### config.mk
export PLATFORM = sky130hd
export DESIGN_NAME = sync_crc_frame_extractor_core
export DESIGN_NICKNAME = d
export VERILOG_FILES = /design/src/rtl/scfe_pkg.sv /design/src/rtl/scfe_datapath.sv /design/src/rtl/scfe_ctrl.sv /design/src/rtl/sync_crc_frame_extractor_core.sv
export VERILOG_INCLUDE_DIRS = /design/src /design/src/rtl
export SDC_FILE = /design/constraint.sdc
export NUM_CORES = 1
export LEC_CHECK = 0
export ABC_AREA = 0
export BUFFER_PORTS_ARGS = -buffer_cell sky130_fd_sc_hd__buf_4
export CORE_ASPECT_RATIO = 0.8
export CORE_UTILIZATION = 45
export CTS_BUF_LIST = sky130_fd_sc_hd__clkbuf_16
export DETAILED_ROUTE_END_ITERATION = 8
export GPL_TIMING_DRIVEN = 0
export PLACE_DENSITY = 0.61
export SLEW_MARGIN = 20
export SYNTH_ARGS = -nofsm -noshare
export SYNTH_HDL_FRONTEND = slang
export SYNTH_SLANG_ARGS = --single-unit
### constraint.sdc
create_clock -name clk -period 6 [get_ports clk]
set_input_delay 0.6 -clock clk [delete_from_list [all_inputs] [get_ports clk]]
set_output_delay 0.6 -clock clk [all_outputs]
set_load 0.03 [all_outputs]
### src/rtl/sync_crc_frame_extractor_core_defines.svh
// ---------------------------------------------------------------------------
// Sync CRC frame extractor - assertion macros
// Shared property wrappers, clocked on clk and disabled while arst_n is low.
// ---------------------------------------------------------------------------
`ifndef SYNC_CRC_FRAME_EXTRACTOR_CORE_DEFINES_SVH
`define SYNC_CRC_FRAME_EXTRACTOR_CORE_DEFINES_SVH

// same-cycle implication
`define SCFE_ASSERT_IMP(label, ante, cons, msg) \
	label: assert property (@(posedge clk) disable iff (!arst_n) (ante) |-> (cons)) \
		else $error(msg);

// next-cycle implication
`define SCFE_ASSERT_NXT(label, ante, cons, msg) \
	label: assert property (@(posedge clk) disable iff (!arst_n) (ante) |=> (cons)) \
		else $error(msg);

`endif

### src/rtl/scfe_pkg.sv
// ---------------------------------------------------------------------------
// Sync CRC frame extractor - package
// Result kinds, register indexes, controller/datapath interface, CRC step.
// ---------------------------------------------------------------------------
package scfe_pkg;

	localparam int BYTE_INDEX_W = 6;
	localparam int CFG_INDEX_W  = 2;

	localparam logic [CFG_INDEX_W-1:0] REG_SYNC_FIRST  = 2'd0;
	localparam logic [CFG_INDEX_W-1:0] REG_SYNC_SECOND = 2'd1;
	localparam logic [CFG_INDEX_W-1:0] REG_MAX_ID      = 2'd2;

	localparam logic [7:0]  SYNC_FIRST_RST  = 8'hFE;
	localparam logic [7:0]  SYNC_SECOND_RST = 8'hEE;
	localparam logic [7:0]  MAX_ID_RST      = 8'd15;
	localparam logic [15:0] CRC_INIT        = 16'hFFFF;
	localparam logic [15:0] CRC_POLY        = 16'h1021;

	typedef enum logic [1:0] {
		KIND_FRAME_BYTE = 2'd0,
		KIND_CRC_ERR    = 2'd1,
		KIND_BAD_ID     = 2'd2
	} kind_t;

	typedef struct packed {
		logic  load_in;    // append input byte
		logic  drop;       // drop oldest byte
		logic  crc_start;  // init CRC, clear counter, capture id
		logic  crc_step;   // rotate window, fold byte into CRC (all but the last two bytes)
		logic  cnt_clr;
		logic  emit_byte;  // emit front byte, rotate window
		logic  out_err;    // emit error result
		kind_t err_kind;
		logic  clear_fill;
	} cmd_t;

	typedef struct packed {
		logic fill_lt2;
		logic fill_full;
		logic hdr_front;
		logic cnt_last;
		logic crc_ok;
		logic id_ok;
		logic out_free;
	} sts_t;

	// CRC-16/CCITT-FALSE, one byte, MSB first
	function automatic logic [15:0] crc_byte(input logic [15:0] crc, input logic [7:0] b);
		logic [15:0] c;
		c = crc ^ {b, 8'h00};
		for (int k = 0; k < 8; k++) begin
			if (c[15]) begin
				c = {c[14:0], 1'b0} ^ CRC_POLY;
			end else begin
				c = {c[14:0], 1'b0};
			end
		end
		return c;
	endfunction

endpackage

### src/rtl/scfe_datapath.sv
// ---------------------------------------------------------------------------
// Sync CRC frame extractor - datapath
// Byte window shift line, fill count, CRC unit, config registers, result register.
// ---------------------------------------------------------------------------
`include "sync_crc_frame_extractor_core_defines.svh"

module scfe_datapath
	import scfe_pkg::*;
#(
	parameter int FRAME_BYTES = 16,
	parameter int ID_POSITION = 2
) (
	input  logic                   clk,
	input  logic                   arst_n,
	input  logic [7:0]             s_tdata,
	input  logic                   cfg_we,
	input  logic [CFG_INDEX_W-1:0] cfg_index,
	input  logic [7:0]             cfg_wdata,
	output logic                   m_tvalid,
	input  logic                   m_tready,
	output logic [23:0]            m_tdata,
	output logic [1:0]             m_tuser,
	output logic                   m_tlast,
	input  cmd_t                   cmd,
	output sts_t                   sts
);

	localparam int IdxW  = $clog2(FRAME_BYTES);
	localparam int CntW  = $clog2(FRAME_BYTES + 1);
	localparam int IdIdx = ID_POSITION % FRAME_BYTES;

	logic [7:0]              w_q [FRAME_BYTES];
	logic [CntW-1:0]         fill_q;
	logic [CntW-1:0]         cnt_q;
	logic [15:0]             crc_q;
	logic [7:0]              id_q;
	logic [7:0]              sync_first_q;
	logic [7:0]              sync_second_q;
	logic [7:0]              max_id_q;
	logic                    m_tvalid_q;
	kind_t                   kind_q;
	logic [7:0]              dev_q;
	logic [BYTE_INDEX_W-1:0] idx_q;
	logic [7:0]              byte_q;
	logic                    last_q;
	logic                    rotate;

	assign rotate = cmd.crc_step | cmd.emit_byte;

	// window: shift line, written at the fill position
	always_ff @(posedge clk) begin
		if (cmd.load_in) begin
			w_q[fill_q[IdxW-1:0]] <= s_tdata;
		end else if (cmd.drop) begin
			for (int i = 0; i < FRAME_BYTES - 1; i++) begin
				w_q[i] <= w_q[i+1];
			end
		end else if (rotate) begin
			for (int i = 0; i < FRAME_BYTES - 1; i++) begin
				w_q[i] <= w_q[i+1];
			end
			w_q[FRAME_BYTES-1] <= w_q[0];
		end
	end

	always_ff @(posedge clk or negedge arst_n) begin
		if (!arst_n) begin
			fill_q        <= '0;
			sync_first_q  <= SYNC_FIRST_RST;
			sync_second_q <= SYNC_SECOND_RST;
			max_id_q      <= MAX_ID_RST;
			m_tvalid_q    <= 1'b0;
		end else begin
			if (cmd.clear_fill) begin
				fill_q <= '0;
			end else if (cmd.load_in) begin
				fill_q <= fill_q + CntW'(1);
			end else if (cmd.drop) begin
				fill_q <= fill_q - CntW'(1);
			end

			if (cfg_we) begin
				unique case (cfg_index)
					REG_SYNC_FIRST:  sync_first_q  <= cfg_wdata;
					REG_SYNC_SECOND: sync_second_q <= cfg_wdata;
					REG_MAX_ID:      max_id_q      <= cfg_wdata;
					default: ;
				endcase
			end

			if (cmd.emit_byte || cmd.out_err) begin
				m_tvalid_q <= 1'b1;
			end else if (m_tready) begin
				m_tvalid_q <= 1'b0;
			end
		end
	end

	// CRC walk: window rotates once through position 0
	always_ff @(posedge clk) begin
		if (cmd.crc_start) begin
			crc_q <= CRC_INIT;
			id_q  <= w_q[IdIdx];
		end else if (cmd.crc_step && cnt_q < CntW'(FRAME_BYTES - 2)) begin
			crc_q <= crc_byte(crc_q, w_q[0]);
		end

		if (cmd.crc_start || cmd.cnt_clr) begin
			cnt_q <= '0;
		end else if (rotate) begin
			cnt_q <= cnt_q + CntW'(1);
		end

		if (cmd.emit_byte) begin
			kind_q <= KIND_FRAME_BYTE;
			dev_q  <= id_q;
			idx_q  <= BYTE_INDEX_W'(cnt_q);
			byte_q <= w_q[0];
			last_q <= sts.cnt_last;
		end else if (cmd.out_err) begin
			kind_q <= cmd.err_kind;
			dev_q  <= id_q;
			idx_q  <= '0;
			byte_q <= '0;
			last_q <= 1'b1;
		end
	end

	always_comb begin
		sts.fill_lt2  = fill_q < CntW'(2);
		sts.fill_full = fill_q == CntW'(FRAME_BYTES);
		sts.hdr_front = (w_q[0] == sync_first_q) && (w_q[1] == sync_second_q);
		sts.cnt_last  = cnt_q == CntW'(FRAME_BYTES - 1);
		// received CRC is little-endian in the last two bytes
		sts.crc_ok    = crc_q == {w_q[FRAME_BYTES-1], w_q[FRAME_BYTES-2]};
		sts.id_ok     = id_q <= max_id_q;
		sts.out_free  = !m_tvalid_q || m_tready;
	end

	assign m_tvalid = m_tvalid_q;
	assign m_tdata  = {2'b00, byte_q, idx_q, dev_q};
	assign m_tuser  = kind_q;
	assign m_tlast  = last_q;

	`SCFE_ASSERT_IMP(a_fill_range, 1'b1, fill_q <= CntW'(FRAME_BYTES), "fill count overflow")
	`SCFE_ASSERT_IMP(a_load_room, cmd.load_in, fill_q < CntW'(FRAME_BYTES), "append into full window")
	`SCFE_ASSERT_IMP(a_frame_last, m_tvalid_q && kind_q == KIND_FRAME_BYTE && last_q,
		idx_q == BYTE_INDEX_W'(FRAME_BYTES - 1), "frame ends before its last byte")

endmodule

### src/rtl/scfe_ctrl.sv
// ---------------------------------------------------------------------------
// Sync CRC frame extractor - controller
// Sequences accept, header search, CRC walk, check and frame emission.
// ---------------------------------------------------------------------------
`include "sync_crc_frame_extractor_core_defines.svh"

module scfe_ctrl
	import scfe_pkg::*;
(
	input  logic clk,
	input  logic arst_n,
	input  logic s_tvalid,
	output logic s_tready,
	input  sts_t sts,
	output cmd_t cmd
);

	typedef enum logic [2:0] {
		ST_IDLE,
		ST_SCAN,
		ST_CRC,
		ST_CHECK,
		ST_EMIT
	} state_t;

	state_t state_q;
	state_t state_d;

	always_comb begin
		cmd      = '0;
		state_d  = state_q;
		s_tready = 1'b0;
		unique case (state_q)
			ST_IDLE: begin
				s_tready = 1'b1;
				if (s_tvalid) begin
					cmd.load_in = 1'b1;
					state_d     = ST_SCAN;
				end
			end
			ST_SCAN: begin
				if (sts.fill_lt2) begin
					state_d = ST_IDLE;
				end else if (sts.hdr_front) begin
					if (!sts.fill_full) begin
						state_d = ST_IDLE;
					end else begin
						cmd.crc_start = 1'b1;
						state_d       = ST_CRC;
					end
				end else begin
					// no header at front: slide by one byte
					cmd.drop = 1'b1;
				end
			end
			ST_CRC: begin
				cmd.crc_step = 1'b1;
				if (sts.cnt_last) begin
					state_d = ST_CHECK;
				end
			end
			ST_CHECK: begin
				if (sts.crc_ok && sts.id_ok) begin
					cmd.cnt_clr = 1'b1;
					state_d     = ST_EMIT;
				end else if (sts.out_free) begin
					cmd.out_err = 1'b1;
					if (sts.crc_ok) begin
						cmd.err_kind   = KIND_BAD_ID;
						cmd.clear_fill = 1'b1;
						state_d        = ST_IDLE;
					end else begin
						cmd.err_kind = KIND_CRC_ERR;
						cmd.drop     = 1'b1;
						state_d      = ST_SCAN;
					end
				end
			end
			ST_EMIT: begin
				if (sts.out_free) begin
					cmd.emit_byte = 1'b1;
					if (sts.cnt_last) begin
						cmd.clear_fill = 1'b1;
						state_d        = ST_IDLE;
					end
				end
			end
			default: begin
				state_d = ST_IDLE;
			end
		endcase
	end

	always_ff @(posedge clk or negedge arst_n) begin
		if (!arst_n) begin
			state_q <= ST_IDLE;
		end else begin
			state_q <= state_d;
		end
	end

	`SCFE_ASSERT_IMP(a_out_free, cmd.emit_byte || cmd.out_err, sts.out_free,
		"result loaded over a waiting one")
	`SCFE_ASSERT_IMP(a_drop_nonempty, cmd.drop, !sts.fill_lt2, "drop from short window")
	`SCFE_ASSERT_NXT(a_frame_done, cmd.emit_byte && sts.cnt_last, state_q == ST_IDLE,
		"frame emission does not return to idle")

endmodule

### src/rtl/sync_crc_frame_extractor_core.sv
// ---------------------------------------------------------------------------
// Sync CRC frame extractor - top level
// Two-byte sync, fixed-length deframer with CRC-16/CCITT-FALSE check.
// ---------------------------------------------------------------------------
// Channel   Dir  Signals                        Contents
// s_*       in   tvalid/tready/tdata[7:0]       rx_byte
// m_*       out  tvalid/tready/tdata/tuser/tlast frame bytes and error reports
// cfg_*     in   we/index[1:0]/wdata[7:0]       sync_first, sync_second, max id
//
// A request is accepted in IDLE and then scanned; during header search each byte that
// does not start a header is slid off the front (up to FRAME_BYTES-1 bytes), one byte
// per step of the single-step shift line. A full window with a header adds a CRC walk
// (one byte per cycle), a check and, for a good frame, emission of FRAME_BYTES bytes;
// a CRC error drops the front byte and returns to header search.
// Emission holds while the result register is full.
// Reset is asynchronous, active low; the window needs no clearing.
// ---------------------------------------------------------------------------
module sync_crc_frame_extractor_core
	import scfe_pkg::*;
#(
	parameter int FRAME_BYTES = 16,
	parameter int ID_POSITION = 2
) (
	input  logic                   clk,
	input  logic                   arst_n,
	input  logic                   s_tvalid,
	output logic                   s_tready,
	input  logic [7:0]             s_tdata,    // [7:0] rx_byte
	output logic                   m_tvalid,
	input  logic                   m_tready,
	output logic [23:0]            m_tdata,    // [7:0] node_id, [13:8] byte_index,
	                                           // [21:14] frame_byte, [23:22] zero
	output logic [1:0]             m_tuser,    // [1:0] kind
	output logic                   m_tlast,
	input  logic                   cfg_we,
	input  logic [CFG_INDEX_W-1:0] cfg_index,
	input  logic [7:0]             cfg_wdata
);

	cmd_t cmd;
	sts_t sts;

	scfe_ctrl u_ctrl (
		.clk      (clk),
		.arst_n   (arst_n),
		.s_tvalid (s_tvalid),
		.s_tready (s_tready),
		.sts      (sts),
		.cmd      (cmd)
	);

	scfe_datapath #(
		.FRAME_BYTES (FRAME_BYTES),
		.ID_POSITION (ID_POSITION)
	) u_datapath (
		.clk       (clk),
		.arst_n    (arst_n),
		.s_tdata   (s_tdata),
		.cfg_we    (cfg_we),
		.cfg_index (cfg_index),
		.cfg_wdata (cfg_wdata),
		.m_tvalid  (m_tvalid),
		.m_tready  (m_tready),
		.m_tdata   (m_tdata),
		.m_tuser   (m_tuser),
		.m_tlast   (m_tlast),
		.cmd       (cmd),
		.sts       (sts)
	);

endmodule
# == Word-level counts from Yosys, hierarchy flattened ==
# Memories as Yosys holds them, arrays and structs flattened.
# Cells that the tools add are included.
# classes
n_addsub,3
order_cmp,3
n_eq_ne,17
muxes,98
bitwise,25
reduce_logical,17
# ops
op,n
16-bit two-way mux,14
8-bit two-way mux,20
13-bit two-way mux,8
1-bit two-way mux,33
3-bit two-way mux,9
5-bit two-way mux,5
3-bit inverter,8
16-bit equality test,1
8-bit equality test,2
1-bit OR,16
16-bit bitwise XOR,1
3-bit case mux with 5 select lines,1
4-bit two-way mux,3
"5-bit by 1-bit adder with 5-bit output, second input constant",2
8-bit <= comparator,1
"2-bit != test, second input constant",4
8-bit OR reduction,1
"3-bit by 2-bit equality test with 1-bit output, second input constant",2
2-bit two-way mux,3
2-bit AND reduction,3
6-bit AND reduction,1
"5-bit by 4-bit equality test with 1-bit output, second input constant",1
"5-bit equality test, second input constant",1
"5-bit by 2-bit less-than comparator with 1-bit output, second input constant",1
other kinds (16),22
# word_totals
register_bits,86
ram_bits,128
input_bits,23
output_inout_bits,29
word_cells,178
n_memories,1
# memory_table
name,words,word_bits,read_ports,rd_ports_with_merged_regs,wr,line,text
u_datapath.w_q,16,8,16,0,16,scfe_datapath.sv:32,logic [7:0] w_q [FRAME_BYTES];

# == Logic depth before layout (Yosys ltp) ==
# An unclocked memory read counts as a cell.
# depth
word_depth,33
depth_mapped,11
ltp_nobuf,10

# == Hierarchy ==
# From an unflattened synthesis, not the netlist that was laid out.
# unflattened
hier_cells,683
hier_area_um2,9552.9
# modules_own_cells
mod,n_inst,cells_each,area_each_um2,seq_area_each_um2
scfe_datapath,1,640,9225.1,5977.0
scfe_ctrl,1,43,327.8,75.1

# == Worst setup path before layout ==
# OpenSTA, ideal clock, no wires.
# synth_path
kind,register to register
from,register u_ctrl.state_q[0]
to,"memory u_datapath.w_q[14][0], enable pin"
setup_time_ns,0.384
arrival_ns,2.638
required_time_ns,5.616
slack_ns,2.978
stages_incl_launch_ff,7
n_path_buf,1
synth_period_minus_slack_ns,3.022
cell_sequence,dfrtp_1 clkbuf_1 nor3_1 nand2_1 inv_1 nand3_1 o21ai_0
# synth_lines
item,line,text
"start, declared",scfe_ctrl.sv:26,state_t state_q;
"start signal, assigned",scfe_ctrl.sv:98,state_q <= state_d;
"end, declared",scfe_datapath.sv:32,

==> metrics <==
routed vias/inst between 5 and 6; critical path startpoint category register; synth top area cells edfxtp_1 (49%), a21o_1 (9.5%), dfxtp_1 (4.8%), dfstp_2 (4.7%), dfrtp_1 (4.2%); Worst Setup End Kind register; clock buffer depth 3; Synth Register Bits about 210; Root Driver clkbuf_16; All-Layer GR Usage 0.2118; Initial Utilization 0.4609; I/O Buffers 48; Core ar. approximately 0.021 mm^2; leak pwr just under 0.005 uW; final setup fails 0; multi-input logic area around 0.0033 mm^2; FMAX 313.5 MHz; antenna cells 0; Reg clk slew, reported paths ~0.070 ns; total wire length between 20000 and 25000 um; layout cells sized above 1 0.2083; CP max stage delay ~0.59 ns; drt first pass iters 7; DP HPWL 16200 um; Yosys cell types 57; Slew Limit Headroom 0.4108; Fin. Hold Viols 0; max_cap viols 0; P per Cell Area 663.1 mW/mm^2; CP delay by family, top simple AND/OR/NAND/NOR gates; DR iter-0 viols around 490; via count slightly below 6000; area grow syn2layout 14.71%; CP max stage cell edfxtp_1; # hold bufs at CTS 0; CTS resizes 0; final instance area between 0.01 and 0.015 mm^2; TNS Setup 0 ns; drt drc 7; worst path buffer plus inverter count 2; worst-path maximum fanout 10; RSZ-0062 raised after global routing false; filler cell count approximately 1800; arrival time worst endpoint 3.34 ns; Worst-Margin Slew 0.8779 ns; Slew Viols, Final 0; initial antenna violation count 0; routability cong. around 0.85; WP data required between 6 and 7 ns; grt ovf 0; mapped cell area roughly 0.0096 mm^2; fraction of registers with async set/reset 0.1542; worst min path class in2async; kind of critical path reg2reg; Final #Nets just over 800; die height 132.6 um; Yosys top cell area share 0.4945; synthesized netlist cell count a little over 700; sequential-to-total area share from yosys stat 0.6307; worst path cell trace xor2_1, nor4_1, nand4_1, o2bb2ai_2, buf_6, nor2_4, clkbuf_1, o21ai_1; Syn Area/Cell about 14 um^2; min Tclk post-route between 3 and 4 ns; count leader, synth edfxtp_1; outcome finished with violations; die area between 0.02 and 0.025 mm^2; CTS H-Tree Depth 1; largest net degree at the start of global routing 34; first-pass GRT wire length 34660 um; Tot Pwr 7299 uW; WL per Instance between 20 and 25 um; Clk Latency, worst-skew pair 0.51 ns; Peak VDD IR ~0.00035 V; std cell rows 47; most frequent cells after synthesis edfxtp_1 (158), a21o_1 (121), nand2_1 (59); I/O pin cnt 52; Period Utilization, post-route 0.5317; Clock Sinks around 210; failing checks design-rule violations; post-synth top area cell edfxtp_1; most used flip-flop cell after synthesis edfxtp_1; Storage cell area about 0.0061 mm^2; worst clock skew 0.008060 ns; vias in the first global route between 6000 and 7000; Horiz. Die Dim 165.3 um; antenna viol nets, final 0; dpl cell area slightly above 0.01 mm^2; number of flops mapped to enable cells by yosys 158; Setup Fix Bufs, Post-CTS 0; TritonCTS Buffers 22; Ys Warns 0; CTS tree built
[metrics by stage]
step                      hold slack (ns)  cells  setup WS (ns)  utilization
after detailed placement           0.4492   1026          2.675       0.4950
after floorplan                    0.3044    709          2.978            -
after global routing              0.06278   1066          2.549       0.5287
after CTS                         0.04080   1066          2.660       0.5287
after global placement             0.4408   1026          2.709       0.4948
final                             0.02836   1066          2.810       0.5287
[cells in the final DEF (no fill, tap or decap), drive strengths merged, types with 2 or more instances in the layout]
cell / count
and3: 16
nor2: 13
o211ai: 12
nand2: 59
nor3: 3
dfstp: 17
bufinv: 2
a21o: 121
conb: 3
inv: 19
xnor2: 37
mux2: 24
nand3: 8
o31ai: 2
nand3b: 4
o21a: 2
dfxtp: 23
a21oi: 11
nand2b: 5
dfrtp: 16
and2: 2
mux2i: 9
clkinv: 12
nand4: 10
o21ai: 18
xor2: 25
clkbuf: 35
nor2b: 3
buf: 76
or2: 3
a211oi: 2
nor3b: 10
nor4: 6
ha: 13
edfxtp: 158
[cells by family after synthesis]
group / after synthesis / share of synthesized area
AO/OA/AOI/OAI: 182 / 0.1373
XOR/XNOR: 62 / 0.05659
other: 1 / 0.0003908
adder cells (fa/ha/maj): 14 / 0.01904
multiplexers: 33 / 0.03755
flip-flops: 214 / 0.6307
AND/OR/NAND/NOR: 144 / 0.08697
buffers and inverters: 57 / 0.03143
[flip-flops by register name, summed over array words and instances (netlist names), 8 cells and up]
signal	cells
u_datapath.sync_second_q	8
u_datapath.sync_first_q	8
u_datapath.byte_q	8
u_datapath.w_q	128
u_datapath.dev_q	8
u_datapath.max_id_q	8
u_datapath.crc_q	16
u_datapath.id_q	8
[where the power goes]
part,switching [uW],total (uW),internal (uW)
Combinational,1710,2840,1130
Sequential,427,3110,2680
Clock,567,1340,777
[metal layers]
layer,vias up,global-route usage,wire length [um]
li1,2752,-,-
met1,3007,0.3235,10750
met2,171,0.3203,10080
met3,34,0.02571,1205
met4,0,0.04893,379
met5,-,0,0
[final timing paths]
path | start | endpoint | slack (ns) | cells after the start
worst min-delay path | arst_n | u_datapath.m_tvalid | 0.03 | 1
worst min register to register | u_datapath.w_q[2][4] | u_datapath.id_q[4] | 0.47 | 0
max in group asynchronous | arst_n | u_datapath.sync_first_q[3] | 5.60 | 1
min in group clk | cfg_wdata[6] | u_datapath.max_id_q[6] | 0.35 | 2
worst max register to register | u_datapath.w_q[0][6] | u_datapath.w_q[5][1] | 2.81 | 8
worst max-delay path | u_datapath.w_q[0][6] | u_datapath.w_q[5][1] | 2.81 | 8
[cell type report]
cell class | instances | share of cell area
clock inverter | 17 | 0.01137
buffer | 40 | 0.02160
timing repair buffer | 48 | 0.03274
inverter | 17 | 0.005797
multi-input combinational | 438 | 0.2958
clock buffer | 23 | 0.05229
sequential | 214 | 0.5498
tap | 269 | 0.03058
Power figures use the tool's default switching activity.
